==> config.mk <==
export PLATFORM = sky130hd
export DESIGN_NAME = unicode_to_gsm7_encoder
export DESIGN_NICKNAME = d
export VERILOG_FILES = /design/src/rtl/core/u2g7_pkg.sv /design/src/rtl/core/unicode_to_gsm7_encoder.sv
export VERILOG_INCLUDE_DIRS = /design/src /design/src/rtl/core
export SDC_FILE = /design/constraint.sdc
export NUM_CORES = 1
export LEC_CHECK = 0
export BUFFER_PORTS_ARGS = -buffer_cell sky130_fd_sc_hd__buf_2
export CORE_MARGIN = 2
export CORE_UTILIZATION = 45
export DETAILED_ROUTE_END_ITERATION = 7
export GPL_TIMING_DRIVEN = 0
export PLACE_DENSITY = 0.65
export SETUP_SLACK_MARGIN = 0.5
export SLEW_MARGIN = 30
export SYNTH_ARGS = -nofsm -noshare
export SYNTH_HDL_FRONTEND = slang
export SYNTH_SLANG_ARGS = --single-unit
==> constraint.sdc <==
create_clock -name clk_i -period 2.4 [get_ports clk_i]
set_clock_uncertainty 0.1 [all_clocks]
set_input_delay 0.24 -clock clk_i [delete_from_list [all_inputs] [get_ports clk_i]]
set_output_delay 0.24 -clock clk_i [all_outputs]
set_load 0.02 [all_outputs]
==> src/rtl/core/unicode_to_gsm7_encoder_defines.svh <==
// Assertion macros for the Unicode to GSM 7-bit encoder.
`ifndef UNICODE_TO_GSM7_ENCODER_DEFINES_SVH
`define UNICODE_TO_GSM7_ENCODER_DEFINES_SVH

`ifndef SYNTHESIS
// Checked on every clock edge outside reset.
`define U2G7_ASSERT(label, prop, msg) \
  label: assert property (@(posedge clk_i) disable iff (!rst_ni) prop) else $error(msg);
// Checked on every clock edge, reset included.
`define U2G7_ASSERT_ALWAYS(label, prop, msg) \
  label: assert property (@(posedge clk_i) prop) else $error(msg);
`else
`define U2G7_ASSERT(label, prop, msg)
`define U2G7_ASSERT_ALWAYS(label, prop, msg)
`endif

`endif

==> src/rtl/core/u2g7_pkg.sv <==
// Types, codes and character tables for the Unicode to GSM 7-bit encoder.
`default_nettype none

package u2g7_pkg;

  localparam logic [1:0] ST_ONE        = 2'd0;
  localparam logic [1:0] ST_PAIR       = 2'd1;
  localparam logic [1:0] ST_NOROOM     = 2'd2;
  localparam logic [1:0] ST_UNMAPPABLE = 2'd3;

  localparam logic [6:0] ESC_CODE = 7'h1B;

  typedef struct packed {
    logic [15:0] code_point;
    logic        room_for_two;
  } in_t;

  typedef struct packed {
    logic [1:0] status;
    logic [6:0] first_byte;
    logic [6:0] second_byte;
  } out_t;

  typedef struct packed {
    logic       hit;
    logic [6:0] code;
  } lut_t;

  // Characters shared by ASCII and GSM, plus LF and CR.
  function automatic logic passes_through(input logic [15:0] cp);
    return (cp == 16'h000A) || (cp == 16'h000D) ||
           (cp >= 16'h0020 && cp <= 16'h0023) ||
           (cp >= 16'h0025 && cp <= 16'h003F) ||
           (cp >= 16'h0041 && cp <= 16'h005A) ||
           (cp >= 16'h0061 && cp <= 16'h007A);
  endfunction

  // Single-code characters, accented folds and Greek capitals.
  function automatic lut_t map_single(input logic [15:0] cp);
    lut_t r;
    r.hit = 1'b1;
    unique case (cp)
      16'h0024: r.code = 7'h02;
      16'h0040: r.code = 7'h00;
      16'h005F: r.code = 7'h11;
      16'h00A1: r.code = 7'h40;
      16'h00A3: r.code = 7'h01;
      16'h00A4: r.code = 7'h24;
      16'h00A5: r.code = 7'h03;
      16'h00A7: r.code = 7'h5F;
      16'h00B0: r.code = 7'h24; // degree sign shares the currency code
      16'h00BF: r.code = 7'h60;
      16'h00C4: r.code = 7'h5B;
      16'h00C5: r.code = 7'h0E;
      16'h00C6: r.code = 7'h1C;
      16'h00C7: r.code = 7'h09;
      16'h00C9: r.code = 7'h1F;
      16'h00D1: r.code = 7'h5D;
      16'h00D6: r.code = 7'h5C;
      16'h00D8: r.code = 7'h0B;
      16'h00DC: r.code = 7'h5E;
      16'h00DF: r.code = 7'h1E;
      16'h00E0: r.code = 7'h7F;
      16'h00E4: r.code = 7'h7B;
      16'h00E5: r.code = 7'h0F;
      16'h00E6: r.code = 7'h1D;
      16'h00E7: r.code = 7'h09;
      16'h00E8: r.code = 7'h04;
      16'h00E9: r.code = 7'h05;
      16'h00EC: r.code = 7'h07;
      16'h00F1: r.code = 7'h7D;
      16'h00F2: r.code = 7'h08;
      16'h00F6: r.code = 7'h7C;
      16'h00F8: r.code = 7'h0C;
      16'h00F9: r.code = 7'h06;
      16'h00FC: r.code = 7'h7E;
      // one-way folds to the base letter
      16'h00C0, 16'h00C1, 16'h00C2, 16'h00C3: r.code = 7'h41;
      16'h00C8, 16'h00CA, 16'h00CB:           r.code = 7'h45;
      16'h00CC, 16'h00CD, 16'h00CE, 16'h00CF: r.code = 7'h49;
      16'h00D2, 16'h00D3, 16'h00D4, 16'h00D5: r.code = 7'h4F;
      16'h00D9, 16'h00DA, 16'h00DB:           r.code = 7'h55;
      16'h00DD:                               r.code = 7'h59;
      16'h00E1, 16'h00E2, 16'h00E3:           r.code = 7'h61;
      16'h00EA, 16'h00EB:                     r.code = 7'h65;
      16'h00ED, 16'h00EE, 16'h00EF:           r.code = 7'h69;
      16'h00F3, 16'h00F4, 16'h00F5:           r.code = 7'h6F;
      16'h00FA, 16'h00FB:                     r.code = 7'h75;
      16'h00FD, 16'h00FF:                     r.code = 7'h79;
      // Greek capitals
      16'h0394: r.code = 7'h10;
      16'h03A6: r.code = 7'h12;
      16'h0393: r.code = 7'h13;
      16'h039B: r.code = 7'h14;
      16'h03A9: r.code = 7'h15;
      16'h03A0: r.code = 7'h16;
      16'h03A8: r.code = 7'h17;
      16'h03A3: r.code = 7'h18;
      16'h0398: r.code = 7'h19;
      16'h039E: r.code = 7'h1A;
      16'h0391: r.code = 7'h41;
      16'h0392: r.code = 7'h42;
      16'h0395: r.code = 7'h45;
      16'h0397: r.code = 7'h48;
      16'h0399: r.code = 7'h49;
      16'h039A: r.code = 7'h4B;
      16'h039C: r.code = 7'h4D;
      16'h039D: r.code = 7'h4E;
      16'h039F: r.code = 7'h4F;
      16'h03A1: r.code = 7'h50;
      16'h03A4: r.code = 7'h54;
      16'h03A5: r.code = 7'h55;
      16'h03A7: r.code = 7'h58;
      16'h0396: r.code = 7'h5A;
      default: begin
        r.hit  = 1'b0;
        r.code = 7'h00;
      end
    endcase
    return r;
  endfunction

  // Extension-table characters, sent after an escape.
  function automatic lut_t map_escape(input logic [15:0] cp);
    lut_t r;
    r.hit = 1'b1;
    unique case (cp)
      16'h005B: r.code = 7'h3C;
      16'h005C: r.code = 7'h2F;
      16'h005D: r.code = 7'h3E;
      16'h005E: r.code = 7'h14;
      16'h007B: r.code = 7'h28;
      16'h007C: r.code = 7'h40;
      16'h007D: r.code = 7'h29;
      16'h007E: r.code = 7'h3D;
      16'h20AC: r.code = 7'h65; // euro sign
      default: begin
        r.hit  = 1'b0;
        r.code = 7'h00;
      end
    endcase
    return r;
  endfunction

endpackage

`default_nettype wire

==> src/rtl/core/unicode_to_gsm7_encoder.sv <==
// Unicode to GSM 7-bit default alphabet encoder, top level.
`default_nettype none

`include "unicode_to_gsm7_encoder_defines.svh"

// Encodes the low 16 bits of a Unicode code point into the GSM 7-bit default
// alphabet: one byte, an escape pair (0x1B then an extension code), a
// no-room status when a pair is needed but room_for_two is low, or an
// unmappable status. One transaction is taken on every cycle that start is
// high; busy never rises, so the block runs at one code point per clock.
// Each result appears on result_o for exactly one cycle with valid_o high,
// after passing through the input register, then the table lookup, then the
// result register. The receiver cannot stall the block, so it must take every
// result on the cycle it is shown. Results come out in the order the
// transactions went in. No state is kept between code points.
module unicode_to_gsm7_encoder (
  input  logic            clk_i,
  input  logic            rst_ni,
  input  logic            start,
  output logic            busy,
  input  u2g7_pkg::in_t   item_i,
  output logic            valid_o,
  output u2g7_pkg::out_t  result_o
);

  import u2g7_pkg::*;

  // Input register
  logic in_vld_q;
  in_t  in_q;

  // Result register
  logic out_vld_q;
  out_t res_q, res_d;

  lut_t single_hit, esc_hit;

  // Nothing ever holds off the sender.
  assign busy = 1'b0;

  always_ff @(posedge clk_i or negedge rst_ni) begin
    if (!rst_ni) begin
      in_vld_q  <= 1'b0;
      out_vld_q <= 1'b0;
    end else begin
      in_vld_q  <= start && !busy;
      out_vld_q <= in_vld_q;
    end
  end

  always_ff @(posedge clk_i) begin
    if (start && !busy) begin
      in_q <= item_i;
    end
    if (in_vld_q) begin
      res_q <= res_d;
    end
  end

  // Lookup: pass-through beats the single table, which beats the escapes.
  always_comb begin
    single_hit = map_single(in_q.code_point);
    esc_hit    = map_escape(in_q.code_point);
    res_d      = '{status: ST_UNMAPPABLE, first_byte: 7'h00, second_byte: 7'h00};
    priority if (passes_through(in_q.code_point)) begin
      res_d.status     = ST_ONE;
      res_d.first_byte = in_q.code_point[6:0];
    end else if (single_hit.hit) begin
      res_d.status     = ST_ONE;
      res_d.first_byte = single_hit.code;
    end else if (esc_hit.hit) begin
      if (in_q.room_for_two) begin
        res_d.status      = ST_PAIR;
        res_d.first_byte  = ESC_CODE;
        res_d.second_byte = esc_hit.code;
      end else begin
        res_d.status = ST_NOROOM;
      end
    end else begin
      res_d.status = ST_UNMAPPABLE;
    end
  end

  assign valid_o  = out_vld_q;
  assign result_o = res_q;

  // Every transaction yields its result, through the input and result registers.
  `U2G7_ASSERT(a_latency, start |-> ##2 valid_o, "result missing two cycles after start")
  // An escape pair always leads with the escape code.
  `U2G7_ASSERT(a_pair_esc,
    valid_o && result_o.status == ST_PAIR |-> result_o.first_byte == ESC_CODE,
    "escape pair without escape code")
  // Only an escape pair carries a second byte.
  `U2G7_ASSERT(a_second_zero,
    valid_o && result_o.status != ST_PAIR |-> result_o.second_byte == 7'h00,
    "stray second byte")

endmodule

`default_nettype wire
# --- Word-level counts from Yosys, hierarchy flattened ---
# Index checks and enable logic that the tools add are counted.
op_classes:
  eq_ne: 103
  muxes: 10
  n_reduce_logical: 26
  bitwise_logic: 2
  order_cmp: 8
ops:
  columns: ["cell", "n"]
  rows:
  - ["16-bit by 8-bit == test with 1-bit output, second input constant", 65]
  - ["7-bit one-hot mux with 62 select lines", 1]
  - ["16-bit by 10-bit == test with 1-bit output, second input constant", 24]
  - ["16-bit by 7-bit == test with 1-bit output, second input constant", 10]
  - ["92-bit OR reduction", 1]
  - ["7-bit one-hot mux with 9 select lines", 1]
  - ["16-bit by 4-bit == test with 1-bit output, second input constant", 2]
  - ["16-bit by 6-bit greater-or-equal comparator with 1-bit output, second input constant", 2]
  - ["16-bit by 7-bit greater-or-equal comparator with 1-bit output, second input constant", 2]
  - ["16-bit by 6-bit less-or-equal comparator with 1-bit output, second input constant", 2]
  - ["16-bit by 7-bit less-or-equal comparator with 1-bit output, second input constant", 2]
  - ["16-bit by 14-bit == test with 1-bit output, second input constant", 1]
  - ["16-bit by 6-bit == test with 1-bit output, second input constant", 1]
  - ["5-bit OR reduction", 3]
  - ["14-bit 2-to-1 mux", 1]
  - ["7-bit 2-to-1 mux", 2]
  - ["12-bit 2-to-1 mux", 1]
  - ["2-bit OR reduction", 6]
  - ["4-bit OR reduction", 3]
  - ["3-bit OR reduction", 3]
  - ["9-bit OR reduction", 1]
  - ["1-bit logical OR", 5]
  - ["1-bit logical AND", 4]
  - ["2-bit 2-to-1 mux", 2]
  - ["other kinds (2)", 4]
word_totals:
  elab_cells: 156
  out_inout_bits: 18
  in_bits: 20
  regBits: 35

# --- Logic depth before layout (Yosys ltp) ---
logic_depth:
  ltp_word: 7
  ltp_mapped: 10
  ltp_nobuf: 6

# --- Worst setup path before layout ---
# Ideal clock, no wire load.
synth_path:
  path_kind: "register -> register"
  from: "register in_q[6] in the netlist's numbering"
  to: "register res_q (netlist bit result_o[14]) (data pin)"
  arrival_time_ps: 2305
  setup_time_ps: 176
  synth_period_minus_slack_ps: 2581
  stages_incl_launch_ff: 8
  n_path_buf: 1
  slack_ps: -181
  cell_sequence: "edfxtp_1 nor4bb_1 buf_2 a32oi_4 nor2_2 or4_1 or4_4 nor4_1"
synth_via:
  elab_chain_len: 7
synth_rtl:
  columns: ["element", "line", "source"]
  rows:
  - ["start: declaration", "unicode_to_gsm7_encoder.sv:30", "in_t in_q;"]
  - ["start signal: assignment", "unicode_to_gsm7_encoder.sv:53", "in_q <= item_i;"]
  - ["16-bit by 6-bit greater-or-equal comparator with 1-bit output (tied with other cells)", "u2g7_pkg.sv:32", "(cp >= 16'h0020 && cp <= 16'h0023) ||"]
  - ["1-bit logical AND or 1-bit logical OR (tied branches)", "u2g7_pkg.sv:32, u2g7_pkg.sv:31", null]
  - ["1-bit logical OR", "u2g7_pkg.sv:31", "return (cp == 16'h000A) || (cp == 16'h000D) ||"]
  - ["1-bit logical OR", "u2g7_pkg.sv:32", null]
  - ["1-bit logical OR", "u2g7_pkg.sv:33", "(cp >= 16'h0025 && cp <= 16'h003F) ||"]
  - ["1-bit logical OR", "u2g7_pkg.sv:34", "(cp >= 16'h0041 && cp <= 16'h005A) ||"]
  - ["2-bit OR reduction (no source line)", null, null]
  - ["end signal: assignment", "unicode_to_gsm7_encoder.sv:56", "res_q <= res_d;"]
  - ["end: declaration", "unicode_to_gsm7_encoder.sv:34", "out_t res_q, res_d;"]
# Parallel ways exist; a longest one is shown, timed or not.
# A chain may end at the register's enable or synchronous reset.

==> out/qor.txt <==
Status: complete, but fails checks
Number of synthesized register bits: 35
Finished Cell Area: 0.00484 mm²
Clk pwr share: 24.9%
Placed Cells: 523
Syn avg cell area: 8.40 µm²
ANT cells: 0
# H-tree levels: 2
Fin. max-slew vios: 0
Sequential area share after synthesis: 31.9%
Final setup viols: 15
Mapped Nets: 408
Number of synthesized flops with an enable pin: 33
Area of the multi-input gates: 0.00236 mm²
DRT Wirelength: 15.2 mm
Period minus WS final: 2.76 ns
Power, Total: 1.82 mW
Fmax: 362 MHz
Post-Layout Cell Count: 597
Vias per cell: 7.06
Initial DRC count: 543
DR WL/cell: 25.4 µm
Placement Setup Slack: -0.611 ns
Leading area contributor after synthesis: edfxtp_1
P_sw: 0.666 mW
Die H: 89.1 µm
Die ar.: 0.00794 mm²
Final ANT Viol Nets: 0
I/O Pins: 38
Crit-path slowest cell: edfxtp_1
CTS Buf Count: 5
Clock Tree Root: clkbuf_8
Endpoints failing hold: 0
Pre-Repair DR Iteration Count: 8
HP Class: in -> reg
Critical Path RT: 2.34 ns
Reg power frac: 40.6%
Critical Path Start Type: flop
Worst slew margin: 46.0%
Leading post-synthesis cells by cell area: edfxtp_1, nor2_1, a21oi_1
Layout cell share with drive strength beyond 1: 44.8%
Lkg Pwr: 1.78 nW
Combinational power share: 34.5%
Initial antenna violation count: 0
Num rows: 31
Failing checks: setup timing
Via Count: 4,213
Total gr overflow: 0
Routability cong.: 1.01
Largest stage delay, worst path: 0.46 ns
Die W: 89.1 µm
Period utilization: 115%
Critical-path cell list: buf_6 > buf_8 > and4b_2 > buf_12 > a32oi_2 > nor3_1 > o41ai_2 > buf_4 > nand2_1 > o32a_1
Post-Synthesis Cells: 388
Asr flop ratio synth: 5.71%
Placed instance area: 0.00373 mm²
Starting Density: 45.7%
HPWL after DPL: 9.62 mm
Pint: 1.15 mW
Largest net degree at the start of global routing: 19
Layout Nets: 517
Setup TNS: -3.21 ns
Yosys Warn Count: 0
PortBufs: 36
WHS: 0.00838 ns
Vias in the first global route: 4,013
Max-cap viol count: 0
Worst-path clk slew: 0.09 ns
DRC viols: 0
Worst-margin pin slew: 0.809 ns
Cell area after synthesis: 0.00326 mm²
WP data arrival: 2.70 ns
CP Capture Type: flop
Register area: 0.00104 mm²
First-pass GRT wire length: 22.3 mm
Top_reg_cell synth: edfxtp_1
Sw frac: 36.6%
RSZ-0062 raised after global routing: yes
Layout area overhead: 48.6%
CTS max path bufs: 2
Clk_lat worst skew: 0.30 ns
Synth top area share: 30.4%
Max IR drop VDD: 0.292 mV
Tot GR Track Use: 38.1%
Final worst slack: -0.365 ns
Fill cells: 567
Core area: 0.00714 mm²
Final Util: 67.9%
Synth unique cells: 70
Crit Path Category: reg -> reg
Num Clock Sinks: 35
Power per standard cell area: 375 mW/mm²
Max Fanout on Critical Path: 10
CTS tree: built
## cell families after synthesis
| group | after synthesis | share of synthesized area (%) |
|---|---|---|
| AO/OA/AOI/OAI | 104 | 23.6 |
| XOR/XNOR | 5 | 1.34 |
| buffers and inverters | 51 | 7.71 |
| flip-flops | 35 | 31.9 |
| multiplexers | 1 | 0.307 |
| other | 1 | 0.115 |
| AND/OR/NAND/NOR | 191 | 35.0 |
## flip-flops by register name, summed over array words and instances (netlist names)
name,flops
in_q,17
valid_o,1
result_o,16
in_vld_q,1
## cell usage after synthesis, drive strengths merged (6+ instances only)
| library cell | number |
|---|---|
| o2111ai | 6 |
| nand2b | 10 |
| nand4b | 8 |
| nand3 | 19 |
| a21oi | 20 |
| a32oi | 8 |
| edfxtp | 33 |
| clkbuf | 21 |
| buf | 24 |
| o21ai | 13 |
| nor4 | 14 |
| nor2b | 8 |
| or4 | 7 |
| nor2 | 30 |
| nand2 | 25 |
| nand4 | 15 |
| nor3 | 13 |
## cell usage in the layout (no fill, tap or decap), types with 4 or more instances in the layout
| cell type | n |
|---|---|
| a21oi_1 | 12 |
| a21oi_2 | 8 |
| a22oi_1 | 5 |
| a32oi_1 | 5 |
| and3_1 | 4 |
| buf_2 | 38 |
| buf_4 | 62 |
| buf_6 | 23 |
| buf_8 | 4 |
| clkbuf_2 | 4 |
| clkbuf_4 | 4 |
| clkbuf_8 | 11 |
| edfxtp_1 | 33 |
| nand2_1 | 22 |
| nand2b_1 | 7 |
| nand3_1 | 19 |
| nand3b_1 | 5 |
| nand4_1 | 15 |
| nand4b_1 | 8 |
| nor2_1 | 25 |
| nor2b_1 | 4 |
| nor3_1 | 11 |
| nor4_1 | 6 |
| nor4_2 | 5 |
| o21ai_0 | 10 |
| o22ai_1 | 5 |
| o32a_1 | 4 |
| o32ai_1 | 4 |
| or4_1 | 4 |
| xor2_1 | 4 |
## cell type report
type / count / area share, %
Buffer: 45 / 9.53
Clock buffer: 6 / 1.50
Clock inverter: 2 / 0.258
Inverter: 6 / 0.568
Multi-Input combinational cell: 302 / 48.7
Sequential cell: 35 / 21.5
Tap cell: 99 / 2.56
Timing Repair Buffer: 102 / 15.4
## power groups by stage
stage	registers [mW]	clock network (mW)	logic (mW)
2_1_floorplan	0.766	0	0.280
3_3_place_gp	0.747	0	0.459
3_5_place_dp	0.752	0	0.450
4_1_cts	0.736	0.453	0.552
5_1_grt	0.744	0.470	0.643
6_report	0.738	0.453	0.628
## worst max-delay path, delay by kind of cell, from the launching register on
| family | cells | cell delay (ns) |
|---|---|---|
| AO/OA/AOI/OAI | 3 | 0.91 |
| flip-flops | 1 | 0.46 |
| buffers and inverters | 4 | 0.59 |
| AND/OR/NAND/NOR | 3 | 0.44 |
## timing repair
item,in CTS,in global routing
pin swaps,26,18
endpoints found under the hold margin,2,0
endpoints found under the setup margin,16,16
resized for setup,94,39
hold buffers,1,0
setup buffers,50,14
cloned,1,0
## metal layers
layer | part of all wire [%] | vias up | track usage (%)
met5 | 0 | - | 0
met1 | 35 | 1927 | 47.8
met3 | 13 | 119 | 8.77
li1 | - | 1763 | -
met4 | 7.6 | 0 | 22.4
met2 | 45 | 404 | 59.7
## path summary, 6_finish.rpt
kind                           start           to  slack, ns  cells after the start
min                        item_i[4]      in_q[4]      0.008                      1
max in group asynchronous     rst_ni     in_vld_q       1.92                      2
min in group asynchronous     rst_ni      valid_o       0.16                      2
max                          in_q[6]  result_o[8]      -0.36                     10
min reg2reg                  in_q[0]  result_o[3]       0.63                      1
max reg2reg                  in_q[6]  result_o[8]      -0.36                     10
(Power assumes the default switching activity.)
